$ cat src/hw/rtl/trcg_pkg.sv
// Package for the tristate remote code generator: descriptor type, symbol
// patterns, register indexes and default parameter values.
// No dependencies.
package trcg_pkg;

    localparam int SYMBOLS_PER_FRAME_DEF = 16;
    localparam int FRAMES_DEF            = 3;
    localparam int CHANNELS_DEF          = 4;
    localparam int MAX_CODE_SYMBOLS_DEF  = 12;

    localparam int BUS_W            = 4;
    localparam int SLOTS_PER_SYMBOL = 8;
    localparam int SUB_W            = 3;
    localparam int WORD_W           = 24;
    localparam int LEN_W            = 4;
    localparam int KIND_W           = 2;
    localparam int S_TDATA_W        = 40;
    localparam int M_TDATA_W        = 8;
    localparam int APB_ADDR_W       = 3;
    localparam int APB_DATA_W       = 32;

    localparam logic [BUS_W-1:0] ENABLE_RST = 4'hF;
    localparam logic [BUS_W-1:0] FORCE_RST  = 4'h0;

    // register index, taken from paddr[2]
    localparam logic REG_ENABLE = 1'b0;
    localparam logic REG_FORCE  = 1'b1;

    // item kinds on s_tuser
    localparam logic KIND_TICK = 1'b0;
    localparam logic KIND_LOAD = 1'b1;

    // code modes
    localparam logic [KIND_W-1:0] CM_TRISTATE    = 2'd0;
    localparam logic [KIND_W-1:0] CM_SLOT_SQUARE = 2'd1;

    typedef struct packed {
        logic [KIND_W-1:0] code_mode;
        logic [LEN_W-1:0]  code_length;
        logic [WORD_W-1:0] code_word;
    } desc_t;

    // slot n of a symbol period is bit n
    localparam logic [SLOTS_PER_SYMBOL-1:0] TRI_PATTERN [4] = '{
        8'h11, 8'h77, 8'h71, 8'h17
    };

endpackage

$ cat src/hw/rtl/tristate_remote_code_generator.sv
// Tristate remote code generator. One item per clock cycle, sustained: a tick
// item reads one descriptor per channel from small per-channel register files
// (indexed by the frame counter), forms the bus sample and lands it in the
// output register at the accepting edge, so the result is offered from the
// next cycle on; a load item in range writes one descriptor at acceptance and
// gives no result. The input side keeps accepting while the output register
// drains in the same cycle, and stalls only while a result waits on m_tready.
// Depends on trcg_pkg.
module tristate_remote_code_generator #(
    parameter int SYMBOLS_PER_FRAME = trcg_pkg::SYMBOLS_PER_FRAME_DEF,
    parameter int FRAMES            = trcg_pkg::FRAMES_DEF,
    parameter int CHANNELS          = trcg_pkg::CHANNELS_DEF,
    parameter int MAX_CODE_SYMBOLS  = trcg_pkg::MAX_CODE_SYMBOLS_DEF
) (
    input  logic                                aclk,
    input  logic                                aresetn,
    input  logic                                s_tvalid,
    output logic                                s_tready,
    // channel[1:0], frame[3:2], code_mode[5:4], code_length[9:6],
    // code_word[33:10], zero[39:34]
    input  logic [trcg_pkg::S_TDATA_W-1:0]      s_tdata,
    // mode: 0 tick, 1 load
    input  logic                                s_tuser,
    output logic                                m_tvalid,
    input  logic                                m_tready,
    // bus_level[3:0], zero[7:4]
    output logic [trcg_pkg::M_TDATA_W-1:0]      m_tdata,
    // cycle_end
    output logic                                m_tlast,
    input  logic                                psel,
    input  logic                                penable,
    input  logic                                pwrite,
    input  logic [trcg_pkg::APB_ADDR_W-1:0]     paddr,
    input  logic [trcg_pkg::APB_DATA_W-1:0]     pwdata,
    output logic [trcg_pkg::APB_DATA_W-1:0]     prdata,
    output logic                                pready
);
    import trcg_pkg::*;

    // only channels 0..3 can be loaded and reach the bus
    localparam int LANES   = (CHANNELS < BUS_W) ? CHANNELS : BUS_W;
    localparam int LANE_W  = (LANES > 1) ? $clog2(LANES) : 1;
    localparam int FRAME_W = (FRAMES > 1) ? $clog2(FRAMES) : 1;
    localparam int SYM_W   = $clog2(SYMBOLS_PER_FRAME);
    localparam int EFF_MAX = (MAX_CODE_SYMBOLS < SYMBOLS_PER_FRAME) ?
                             MAX_CODE_SYMBOLS : SYMBOLS_PER_FRAME;
    localparam int CMP_W   = 6;

    logic [BUS_W-1:0]   enable_reg;
    logic [BUS_W-1:0]   force_reg;
    logic               cfg_wr;

    desc_t              desc_reg [LANES][FRAMES];

    logic [SUB_W-1:0]   sub_reg;
    logic [SYM_W-1:0]   sym_reg;
    logic [FRAME_W-1:0] frame_reg;
    logic               last_sub;
    logic               last_sym;
    logic               last_frame;
    logic               last_slot;

    logic               m_tvalid_reg;
    logic [BUS_W-1:0]   level_reg;
    logic               cycle_end_reg;
    logic [BUS_W-1:0]   level_next;

    logic               in_acc;
    logic               tick_acc;
    logic               load_acc;

    logic [1:0]         ld_channel;
    logic [1:0]         ld_frame;
    desc_t              ld_desc;
    logic               ld_in_range;

    desc_t              rd_desc  [LANES];
    logic [LEN_W-1:0]   len_eff  [LANES];
    logic [WORD_W-1:0]  word_sh  [LANES];
    logic [BUS_W-1:0]   raw_level;

    logic [CMP_W-1:0]   sym_ext;

    // ---------------- configuration port ----------------
    assign pready = 1'b1;
    assign cfg_wr = psel && penable && pwrite && pready;

    always_ff @(posedge aclk) begin
        if (!aresetn) begin
            enable_reg <= ENABLE_RST;
            force_reg  <= FORCE_RST;
        end else if (cfg_wr) begin
            unique case (paddr[2])
                REG_ENABLE: enable_reg <= pwdata[BUS_W-1:0];
                REG_FORCE:  force_reg  <= pwdata[BUS_W-1:0];
                default: ;
            endcase
        end
    end

    always_comb begin
        unique case (paddr[2])
            REG_ENABLE: prdata = APB_DATA_W'(enable_reg);
            REG_FORCE:  prdata = APB_DATA_W'(force_reg);
            default:    prdata = '0;
        endcase
    end

    // ---------------- input handshake ----------------
    assign s_tready = !m_tvalid_reg || m_tready;
    assign in_acc   = s_tvalid && s_tready;
    assign tick_acc = in_acc && (s_tuser == KIND_TICK);
    assign load_acc = in_acc && (s_tuser == KIND_LOAD);

    assign ld_channel          = s_tdata[1:0];
    assign ld_frame            = s_tdata[3:2];
    assign ld_desc.code_mode   = s_tdata[5:4];
    assign ld_desc.code_length = s_tdata[9:6];
    assign ld_desc.code_word   = s_tdata[33:10];
    assign ld_in_range = (32'(ld_channel) < 32'(LANES)) && (32'(ld_frame) < 32'(FRAMES));

    always_ff @(posedge aclk) begin
        if (load_acc && ld_in_range) begin
            desc_reg[LANE_W'(ld_channel)][FRAME_W'(ld_frame)] <= ld_desc;
        end
    end

    // ---------------- slot position ----------------
    assign last_sub   = (sub_reg == SUB_W'(SLOTS_PER_SYMBOL - 1));
    assign last_sym   = (sym_reg == SYM_W'(SYMBOLS_PER_FRAME - 1));
    assign last_frame = (frame_reg == FRAME_W'(FRAMES - 1));
    assign last_slot  = last_sub && last_sym && last_frame;

    always_ff @(posedge aclk) begin
        if (!aresetn) begin
            sub_reg   <= '0;
            sym_reg   <= '0;
            frame_reg <= '0;
        end else if (tick_acc) begin
            sub_reg <= sub_reg + 1'b1;
            if (last_sub) begin
                if (last_sym) begin
                    sym_reg   <= '0;
                    frame_reg <= last_frame ? '0 : frame_reg + 1'b1;
                end else begin
                    sym_reg <= sym_reg + 1'b1;
                end
            end
        end
    end

    // ---------------- per-channel level ----------------
    assign sym_ext = CMP_W'(sym_reg);

    always_comb begin
        raw_level = '0;
        for (int l = 0; l < LANES; l++) begin
            rd_desc[l] = desc_reg[l][frame_reg];
            len_eff[l] = (32'(rd_desc[l].code_length) > EFF_MAX) ?
                         LEN_W'(EFF_MAX) : rd_desc[l].code_length;
            // symbols past the word shift out as zero
            word_sh[l] = rd_desc[l].code_word >> {sym_ext, 1'b0};
            if (sym_ext < CMP_W'(len_eff[l])) begin
                case (rd_desc[l].code_mode)
                    CM_TRISTATE:    raw_level[l] = TRI_PATTERN[word_sh[l][1:0]][sub_reg];
                    CM_SLOT_SQUARE: raw_level[l] = sub_reg[0];
                    default:        raw_level[l] = sub_reg[1];
                endcase
            end else begin
                // sync slot right after the code; dropped if past frame end
                raw_level[l] = (rd_desc[l].code_mode == CM_TRISTATE) &&
                               (sym_ext == CMP_W'(len_eff[l])) && (sub_reg == '0);
            end
        end
    end

    assign level_next = (raw_level & enable_reg) | force_reg;

    // ---------------- output register ----------------
    always_ff @(posedge aclk) begin
        if (!aresetn) begin
            m_tvalid_reg <= 1'b0;
        end else if (tick_acc) begin
            m_tvalid_reg <= 1'b1;
        end else if (m_tready) begin
            m_tvalid_reg <= 1'b0;
        end
    end

    always_ff @(posedge aclk) begin
        if (tick_acc) begin
            level_reg     <= level_next;
            cycle_end_reg <= last_slot;
        end
    end

    assign m_tvalid = m_tvalid_reg;
    assign m_tdata  = M_TDATA_W'(level_reg);
    assign m_tlast  = cycle_end_reg;

`ifndef SYNTHESIS
    a_wrap_to_zero: assert property (@(posedge aclk) disable iff (!aresetn)
        tick_acc && last_slot |=> sub_reg == '0 && sym_reg == '0 && frame_reg == '0)
        else $error("slot position did not wrap at cycle end");

    a_load_keeps_slot: assert property (@(posedge aclk) disable iff (!aresetn)
        load_acc |=> $stable(sub_reg) && $stable(sym_reg) && $stable(frame_reg))
        else $error("load item moved the slot position");

    a_frame_range: assert property (@(posedge aclk) disable iff (!aresetn)
        frame_reg <= FRAME_W'(FRAMES - 1))
        else $error("frame counter out of range");

    a_tick_fills_output: assert property (@(posedge aclk) disable iff (!aresetn)
        tick_acc |=> m_tvalid_reg)
        else $error("tick item gave no result");
`endif

endmodule
$ cat config.mk
export PLATFORM = sky130hd
export DESIGN_NAME = tristate_remote_code_generator
export DESIGN_NICKNAME = d
export VERILOG_FILES = /design/src/hw/rtl/trcg_pkg.sv /design/src/hw/rtl/tristate_remote_code_generator.sv
export SDC_FILE = /design/constraint.sdc
export NUM_CORES = 1
export LEC_CHECK = 0
export BUFFER_PORTS_ARGS = -buffer_cell sky130_fd_sc_hd__buf_4
export CAP_MARGIN = 20
export CORE_AREA = 3 3 206 208
export CTS_CLUSTER_DIAMETER = 200
export DETAILED_ROUTE_END_ITERATION = 16
export DIE_AREA = 0 0 209 211
export GPL_TIMING_DRIVEN = 1
export PLACE_DENSITY_LB_ADDON = 0.1
export SYNTH_ARGS = -nofsm -noshare
export SYNTH_HDL_FRONTEND = slang
export SYNTH_SLANG_ARGS = --single-unit
$ cat constraint.sdc
create_clock -name aclk -period 4.05 [get_ports aclk]
set_input_delay 0.81 -clock aclk [delete_from_list [all_inputs] [get_ports aclk]]
set_output_delay 0.81 -clock aclk [all_outputs]
set_load 0.1 [all_outputs]
==> results of run 1 <==
power by group through the flow:
| stage | clock (W) | sequential (W) | combinational, W |
|---|---|---|---|
| 3_3_place_gp | 0 | 0.00448 | 0.000387 |
| 4_1_cts | 0.00358 | 0.00440 | 0.000392 |
| 3_5_place_dp | 0 | 0.00448 | 0.000391 |
| 6_report | 0.00348 | 0.00440 | 0.000389 |
| 2_1_floorplan | 0 | 0.00451 | 0.000254 |
| 5_1_grt | 0.00373 | 0.00440 | 0.000413 |
layout make-up:
cell class              instances  area share (%)
well taps                     532            3.59
flip-flops and latches        383            61.2
clock inverters                12           0.622
repair buffers                 95            4.26
multi-input cells             598            24.2
clock buffers                  56            5.96
inverters                       9           0.182
stage by stage:
stage | hold slack [ns] | area, um2 | util, %
4_1_cts | 0.465 | 18500 | 45.5
3_5_place_dp | 0.537 | 17300 | 42.5
2_1_floorplan | 0.474 | 16400 | -
5_1_grt | 0.479 | 18500 | 45.5
3_3_place_gp | 0.532 | 17300 | 42.5
6_report | 0.497 | 18500 | 45.5
final timing paths:
path | from | endpoint | cells past startpoint
setup / recovery | frame_reg[1] | level_reg[0] | 12
hold / removal | pwdata[3] | enable_reg[3] | 3
setup reg to reg | frame_reg[1] | level_reg[0] | 12
hold reg to reg | force_reg[2] | force_reg[2] | 2
kinds of logic (layout without fill, tap and decap cells):
family,count (synthesis),in the layout,share of synthesized area (%)
other,2,33,0.0463
flip-flops,383,383,69.7
adder cells (fa/ha/maj),20,20,1.54
AND/OR/NAND/NOR,188,188,5.63
AO/OA/AOI/OAI,201,201,8.49
XOR/XNOR,6,6,0.324
multiplexers,150,150,10.2
buffers and inverters,98,172,4.01
cells in the final DEF (no fill, tap or decap), types with 4 or more instances in the layout:
cell | Yosys | final
sky130_fd_sc_hd__buf_12 | 2 | 6
sky130_fd_sc_hd__a21oi_1 | 45 | 45
sky130_fd_sc_hd__conb_1 | 2 | 33
sky130_fd_sc_hd__mux4_2 | 9 | 9
sky130_fd_sc_hd__nand4_1 | 5 | 5
sky130_fd_sc_hd__nor2_4 | 0 | 9
sky130_fd_sc_hd__a21boi_0 | 4 | 4
sky130_fd_sc_hd__a2111oi_0 | 4 | 4
sky130_fd_sc_hd__edfxtp_1 | 365 | 365
sky130_fd_sc_hd__and2_1 | 10 | 10
sky130_fd_sc_hd__buf_4 | 39 | 89
sky130_fd_sc_hd__nor2_1 | 50 | 41
sky130_fd_sc_hd__nand3b_1 | 8 | 8
sky130_fd_sc_hd__nor2b_1 | 14 | 14
sky130_fd_sc_hd__inv_1 | 9 | 9
sky130_fd_sc_hd__mux2_2 | 28 | 28
sky130_fd_sc_hd__ha_1 | 20 | 20
sky130_fd_sc_hd__mux2i_1 | 110 | 110
sky130_fd_sc_hd__nand2b_1 | 11 | 11
sky130_fd_sc_hd__o2bb2ai_1 | 20 | 20
sky130_fd_sc_hd__a221oi_1 | 19 | 19
sky130_fd_sc_hd__clkinv_1 | 0 | 5
sky130_fd_sc_hd__a311oi_1 | 4 | 4
sky130_fd_sc_hd__clkinv_2 | 0 | 4
sky130_fd_sc_hd__a211oi_1 | 7 | 7
sky130_fd_sc_hd__a211o_1 | 7 | 7
sky130_fd_sc_hd__nand2_1 | 55 | 55
sky130_fd_sc_hd__nand3_1 | 15 | 15
sky130_fd_sc_hd__dfxtp_1 | 18 | 15
sky130_fd_sc_hd__a22oi_1 | 11 | 11
sky130_fd_sc_hd__or2_2 | 4 | 4
sky130_fd_sc_hd__clkbuf_16 | 0 | 42
sky130_fd_sc_hd__clkbuf_1 | 14 | 14
sky130_fd_sc_hd__o21ai_0 | 41 | 41
sky130_fd_sc_hd__o22ai_1 | 4 | 4
sky130_fd_sc_hd__xnor2_1 | 5 | 5
sky130_fd_sc_hd__o211ai_1 | 14 | 14
critical path, stage by stage (launching register included):
cell and delay (ns):
sky130_fd_sc_hd__dfxtp_4 0.54, sky130_fd_sc_hd__nor2b_4 0.45, sky130_fd_sc_hd__a21oi_1 0.19, sky130_fd_sc_hd__or2_2 0.31, sky130_fd_sc_hd__nand2_1 0.07, sky130_fd_sc_hd__ha_1 0.23
sky130_fd_sc_hd__nor2b_1 0.13, sky130_fd_sc_hd__o21a_1 0.16, sky130_fd_sc_hd__o21ai_0 0.19, sky130_fd_sc_hd__a2111oi_0 0.13, sky130_fd_sc_hd__a311oi_1 0.45, sky130_fd_sc_hd__nor2_1 0.10
sky130_fd_sc_hd__o2bb2ai_1 0.16
cell usage after synthesis, types with 3 or more instances:
master,count,area share [%]
sky130_fd_sc_hd__a2111oi_0,4,0.22
sky130_fd_sc_hd__a211o_1,7,0.38
sky130_fd_sc_hd__a211oi_1,7,0.32
sky130_fd_sc_hd__a21boi_0,4,0.18
sky130_fd_sc_hd__a21oi_1,45,1.4
sky130_fd_sc_hd__a221oi_1,19,1.0
sky130_fd_sc_hd__a22oi_1,11,0.51
sky130_fd_sc_hd__a311oi_1,4,0.22
sky130_fd_sc_hd__and2_1,10,0.39
sky130_fd_sc_hd__and3_1,3,0.12
sky130_fd_sc_hd__buf_2,23,0.71
sky130_fd_sc_hd__buf_4,39,1.8
sky130_fd_sc_hd__buf_6,10,0.69
sky130_fd_sc_hd__clkbuf_1,14,0.32
sky130_fd_sc_hd__dfxtp_1,18,2.2
sky130_fd_sc_hd__edfxtp_1,365,68
sky130_fd_sc_hd__ha_1,20,1.5
sky130_fd_sc_hd__inv_1,9,0.21
sky130_fd_sc_hd__mux2_2,28,1.9
sky130_fd_sc_hd__mux2i_1,110,6.8
sky130_fd_sc_hd__mux4_2,9,1.2
sky130_fd_sc_hd__nand2_1,55,1.3
sky130_fd_sc_hd__nand2b_1,11,0.42
sky130_fd_sc_hd__nand3_1,15,0.46
sky130_fd_sc_hd__nand3b_1,8,0.37
sky130_fd_sc_hd__nand4_1,5,0.19
sky130_fd_sc_hd__nor2_1,50,1.2
sky130_fd_sc_hd__nor2b_1,14,0.54
sky130_fd_sc_hd__nor3_1,5,0.15
sky130_fd_sc_hd__o211ai_1,14,0.65
sky130_fd_sc_hd__o21a_1,3,0.14
sky130_fd_sc_hd__o21ai_0,41,1.3
sky130_fd_sc_hd__o21ai_1,3,0.092
sky130_fd_sc_hd__o22ai_1,4,0.15
sky130_fd_sc_hd__o2bb2ai_1,20,1.1
sky130_fd_sc_hd__or2_2,4,0.15
sky130_fd_sc_hd__xnor2_1,5,0.27
metal layers:
| metal | track usage (%) | part of all wire [%] |
|---|---|---|
| met1 | 25.5 | 47 |
| met5 | 0 | 0.033 |
| met4 | 4.23 | 1.7 |
| met2 | 28.7 | 47 |
| met3 | 3.51 | 4.4 |
==> summary by stage, run 1 <==
Yosys
The synthesized netlist occupies a cell area of 16200 um2. During synthesis, Yosys emitted a total of 0 warnings. The count of flip-flops with a built-in enable after synthesis is 365. For this run, asynchronously set or reset flops after synthesis account for 0%. Synthesis produced a netlist whose cell count is 1048. The average instance in the mapped netlist occupies 15.5 um2. Counting distinct cell types in the post-synthesis netlist gives 60. The share of the yosys chip area belonging to registers is 69.7%.

After synthesis the netlist holds a flip-flop and latch count of 383. The flip-flop cell with the highest count after synthesis is sky130_fd_sc_hd__edfxtp_1.

Power
Summing internal, switching and leakage power gives 0.00827 W. For this design the static power due to leakage is 5.89 nW. The power per unit of standard cell area is 447 nW/um2.

Internal power comes to 0.00649 W. The analysis attributes to net switching a power of 0.00178 W. The relative contribution of combinational cells to total power is 4.7%. The worst vdd rail ir drop is 278 uV. In this run switching power makes up 21.6% of total power. The share of total power dissipated in the clock network is 42.1%. The share of total power dissipated in sequential elements is 53.2%.

Cells and area
The count of inserted antenna diode cells is 0. The post-route netlist has 17.8% of its cells at a drive strength greater than 1. The register with the most flip-flops in the layout has 360 of them. At the end of the flow, the number of nets in the layout was 1232. The filler-free cell count of the finished design is 1685. Counting the fill cells in the layout gives 3594. The area occupied by registers is 11300 um2. The multi-input combinational cell area is 4480 um2. From synthesis to final layout, the design area changed by 14.1%.

GRT
The first-pass GRT wire length is 59.3 mm. The via count of the first global-routing pass came to 9101. The number of antenna violations at the first check in global routing is 1. Global routing finished with a remaining overflow of 0.

For this run, the total global-route usage over all layers was measured as 17.9%. Entering global routing, the biggest net connects 76 pins.

Timing
The post-layout minimum cycle time is 3.43 ns. Once routing completed, OpenROAD measured the worst setup slack at 0.621 ns. The total count of max-transition violations in the final report is 0. Static timing analysis puts the maximum clock frequency at 0.292 GHz. Setup repair after global routing left no endpoint under its margin. In the final timing run, aggregate negative setup slack is 0 ns.

Across the routed clock network, the largest skew measured is 0.0207 ns. The number of hold violations in the final report is 0. After layout, the worst path uses 84.7% of the clock period. Setup violations remaining at the end of the flow were counted as 0. The remaining max-slew budget at the tightest pin is 42.4%. The slew at the pin with the worst max-slew slack is 0.862 ns.

Status
The run finished with clean final reports.

Clock network
The number of clock buffers inserted by TritonCTS is 42. No sink is reached through more buffers than the 3 on the longest clock path. The number of hold-repair buffers added at the cts stage is 0. The deepest level of the CTS H-tree is 2. After clock tree synthesis, the setup repair step added 0 buffers. The clock tree from TritonCTS is done. The clock drives 383 sinks. For the worst-skew pair, the clock arrives at the later sink with an insertion delay of 0.56 ns. After clock tree synthesis, the clock-pin slew on the worst setup and hold paths is 0.06 ns. The clock root buffer master is sky130_fd_sc_hd__clkbuf_16.

In this run, post-CTS repair resized a total of 0 instances.

Flow run
The number of max-cap violations is 0.

Worst setup path
The worst setup path is launched from a flip-flop. The critical setup path kind is flip-flop to flip-flop. The nature of the critical path endpoint is a flip-flop. At the worst endpoint, the required time is 4.31 ns. The critical-path maximum fanout is 27.

In this run the register-to-register setup slack is 0.62 ns. At the worst endpoint, the arrival time is 3.69 ns.

Floorplan
The die is 209 um wide. The die area is 44100 um2. The total I/O pin count is 127. The area of the core is 40700 um2. The vertical extent of the die is 211 um. The floorplan has 74 rows. Once the floorplan was initialized, standard cells occupied 39.8% of the core.

Detailed routing
The DRC marker count from the first detailed-route iteration is 683. The first-pass iteration count of the detailed router is 5. The routed wire length per instance is 23.5 um. The routed via count divided by cell count is 5.34. The sum of routed wire length over all layers is 39.6 mm.

The number of routed nets with antenna violations is 0. The post-route DRC violation count is 0. The total via count in the routed design is 8999.

Placement
The routability congestion estimate from global placement is 0.793. The worst slack at placement is 0.587 ns. The total of buffers placed on input and output ports is 57.

The number of instances in the placed design is 1617. The sum of net half-perimeters after detailed placement is 23.6 mm.

Worst hold path
The min-delay analysis places its worst path in the category input pin to flip-flop.
(Power assumes the default switching activity.)
==> inputs of run 2 (changes only) <==
==> constraint.sdc (replaced) <==
create_clock -name aclk -period 3.4 [get_ports aclk]
set_input_delay 0.68 -clock aclk [delete_from_list [all_inputs] [get_ports aclk]]
set_output_delay 0.68 -clock aclk [all_outputs]
set_load 0.1 [all_outputs]
==> run 2 against run 1 <==
Via count increased by 0.57%. Global-route usage is essentially flat. Register-to-register slack lost 0.31 ns. Final cell count rose by 0.77%. Die area unchanged. Flip-flop and latch count unchanged. Clock power is 19% higher. Routed wire length grew 0.70%. Sequential power is 19% higher. Setup slack worse by 0.31 ns. Largest cell class unchanged. Largest power group unchanged. Highest routed layer is now met4.
==> summary by stage, run 2 (synthesis results as in run 1) <==
Status
Status: finished, final reports clean (unchanged).

Worst setup path
The delay of the slowest cell on the worst path came to 0.51 ns (was 0.54 ns). The cell type of the slowest stage on the worst timing path is sky130_fd_sc_hd__dfxtp_4 (unchanged). The required time of the critical path came to 3.81 ns (was 4.31 ns). The kind of cell with the highest combined delay on the critical path is compound AO/OA/AOI/OAI gates (unchanged).

CP Cell Sequence: buf_12, mux2i_1, nor2_1, a21oi_1, or2_2, nand2_1, ha_1, nor2b_1, o21ai_0, nand2b_1, a21oi_1, o41ai_1, a211oi_1, a21oi_1 (was nor2b_4, a21oi_1, or2_2, nand2_1, ha_1, nor2b_1, o21a_1, o21ai_0, a2111oi_0, a311oi_1, nor2_1, o2bb2ai_1). The critical setup path kind was flip-flop to flip-flop (unchanged). The type of element launching the critical path is a flip-flop (unchanged). The critical-path maximum fanout is 28 (was 27). The most prevalent standard cell on the critical path is sky130_fd_sc_hd__a21oi_1. The nature of the critical path endpoint is a flip-flop (unchanged). The sum of buffers and inverters on the critical path is 1 (was 0). The data arrival time of the critical path came to 3.50 ns (was 3.69 ns).

Clock network
The post-CTS setup repair buffer count is 0 (unchanged). The clock sink total is 383 (unchanged). The deepest level of the CTS H-tree is 2 (unchanged). The clock latency of the later-clocked register in the worst-skew pair is 0.57 ns (was 0.56 ns). The clock tree from TritonCTS is done (unchanged).

The number of hold-repair buffers added at the cts stage was 0 (unchanged). The clock transition time at the flip-flop clock pins of the worst setup and hold paths is 0.06 ns (about the same). The number of clock buffers inserted by TritonCTS is 41 (was 42).

The clock root buffer master was sky130_fd_sc_hd__clkbuf_16 (unchanged). The count of instances resized after the clock tree is built came to 0 (unchanged). The largest buffer count on any clock path came to 3 (unchanged).

Cells and area
The fraction of final layout cells with drive strength greater than 1 is 18.7% (was 17.8%). The flip-flop count of the largest register after layout is 360 (unchanged). Leading cell types in the layout, fill and taps excluded: sky130_fd_sc_hd__edfxtp_1, sky130_fd_sc_hd__mux2i_1, sky130_fd_sc_hd__buf_4, sky130_fd_sc_hd__nand2_1, sky130_fd_sc_hd__a21oi_1 (unchanged). The number of filler instances in the final layout is 3591 (was 3594). The most common cell after layout, fill and taps aside is sky130_fd_sc_hd__edfxtp_1 (unchanged). The post-layout instance area was 18700 um2 (was 18500 um2). The post-synthesis to final-layout area growth is 15.4% (was 14.1%).

The filler-free cell count of the finished design is 1698 (was 1685). The utilization after layout is 46.0% (was 45.5%). The post-layout net count is 1240 (was 1232).

Detailed routing
The routed via count divided by cell count is 5.33 (was 5.34). The first-pass iteration count of the detailed router is 5 (unchanged). The total via count in the routed design is 9050 (was 8999). The highest routed metal layer is met4 (was met5). The amount of wire on met2 after detailed routing is 18.4 mm (was 18.6 mm). The routed wire length per instance was 23.5 um (about the same).

The post-route DRC violation count is 0 (unchanged). The detailed-routing wirelength on met1 came to 18.8 mm (was 18.5 mm). The DRC marker count from the first detailed-route iteration is 690 (was 683).

The number of routed nets with antenna violations came to 0 (unchanged). The sum of routed wire length over all layers was 39.9 mm (was 39.6 mm). The met3 wire length is 1.87 mm (was 1.76 mm).

Timing
The worst hold margin came to 0.341 ns (was 0.497 ns). The total count of max-transition violations in the final report is 0 (unchanged). The number of hold violations in the final report came to 0 (unchanged). The worst setup skew after layout was 0.0200 ns (was 0.0207 ns). The remaining max-slew budget at the tightest pin is 19.2% (was 42.4%). The upper clock frequency limit is 0.324 GHz (was 0.292 GHz).

Setup repair after global routing missed its margin: no (unchanged). The total negative setup slack came to 0 ns (unchanged). The post-layout minimum cycle time is 3.09 ns (was 3.43 ns). The slew at the pin with the worst max-slew slack is 1.18 ns (was 0.862 ns). The ratio of final minimum period to clock period is 90.9% (was 84.7%). The total setup violations reported at the end of the flow is 0 (unchanged).

Placement
The instance area after placement came to 17500 um2 (was 17300 um2). The routability congestion estimate from global placement is 0.793 (about the same). The number of instances in the placed design came to 1626 (was 1617). The total of buffers placed on input and output ports was 57 (unchanged). The sum of net half-perimeters after detailed placement came to 24.1 mm (was 23.6 mm).

Floorplan
The number of standard-cell rows in the floorplan is 74 (unchanged). The starting density of the core came to 39.8% (unchanged). The vertical extent of the die was 211 um (unchanged). The total I/O pin count was 127 (unchanged). The area of the core is 40700 um2 (unchanged). The die area was 44100 um2 (unchanged). The floorplan die width is 209 um (unchanged).

GRT
The first-pass GRT wire length was 59.2 mm (was 59.3 mm). The sum of overflow across all layers after global routing is 0 (unchanged). The via count of the first global-routing pass is 9001 (was 9101). The largest net degree at the start of global routing is 81 (was 76). The overall routing resource usage is 18.0% (was 17.9%).

The number of antenna violations at the first check in global routing is 0 (was 1).

Flow run
The number of max-cap violations is 0 (unchanged).

Power
The worst vdd rail ir drop is 331 uV (was 278 uV). The power per unit of standard cell area is 525 nW/um2 (was 447 nW/um2). The leakage power of the design was 5.96 nW (was 5.89 nW).

Worst hold path
The worst hold-check path type is input pin to flip-flop (unchanged).
==> run 2: worst paths after layout <==
kind / slack [ns] / cells past startpoint / end / startpoint
max: 0.31 / 14 / level_reg[2] / frame_reg[0]
min: 0.34 / 3 / enable_reg[2] / pwdata[2]
max reg2reg: 0.31 / 14 / level_reg[2] / frame_reg[0]
min reg2reg: 0.55 / 2 / force_reg[2] / force_reg[2]
==> run 2: worst register-to-register path, stage by stage (launching register included) <==
cell and delay (ns):
sky130_fd_sc_hd__dfxtp_4 0.51, sky130_fd_sc_hd__buf_12 0.26, sky130_fd_sc_hd__mux2i_1 0.24, sky130_fd_sc_hd__nor2_1 0.05, sky130_fd_sc_hd__a21oi_1 0.25, sky130_fd_sc_hd__or2_2 0.17
sky130_fd_sc_hd__nand2_1 0.05, sky130_fd_sc_hd__ha_1 0.28, sky130_fd_sc_hd__nor2b_1 0.12, sky130_fd_sc_hd__o21ai_0 0.08, sky130_fd_sc_hd__nand2b_1 0.08, sky130_fd_sc_hd__a21oi_1 0.08
sky130_fd_sc_hd__o41ai_1 0.47, sky130_fd_sc_hd__a211oi_1 0.09, sky130_fd_sc_hd__a21oi_1 0.19
==> run 2: power by group <==
part           internal, W  switching, W
logic            0.0000976      0.000373
clock network      0.00233       0.00180
registers          0.00522     0.0000192
total              0.00765       0.00219
==> run 2: per-stage QoR <==
step	total power (W)	setup WS (ns)
2_1_floorplan	0.00567	0.0519
3_3_place_gp	0.00581	0.324
3_5_place_dp	0.00581	0.268
4_1_cts	0.00996	0.253
5_1_grt	0.0102	0.0357
6_report	0.00984	0.311
==> run 2: layout make-up <==
type	count	area [um2]	area share (%)
Antenna cell	1	2.50	0.0134
Clock buffer	56	1090	5.83
Clock inverter	15	119	0.635
Inverter	9	33.8	0.180
Multi-Input combinational cell	598	4480	23.9
Sequential cell	383	11300	60.5
Tap cell	532	666	3.55
Timing Repair Buffer	104	1010	5.37
==> run 2: metal layers <==
metal  up-vias  global-route usage [%]
li1       4209                       -
met1      4577                    26.2
met2       209                    28.0
met3        55                    2.90
met4         0                    5.27
met5         -                       0
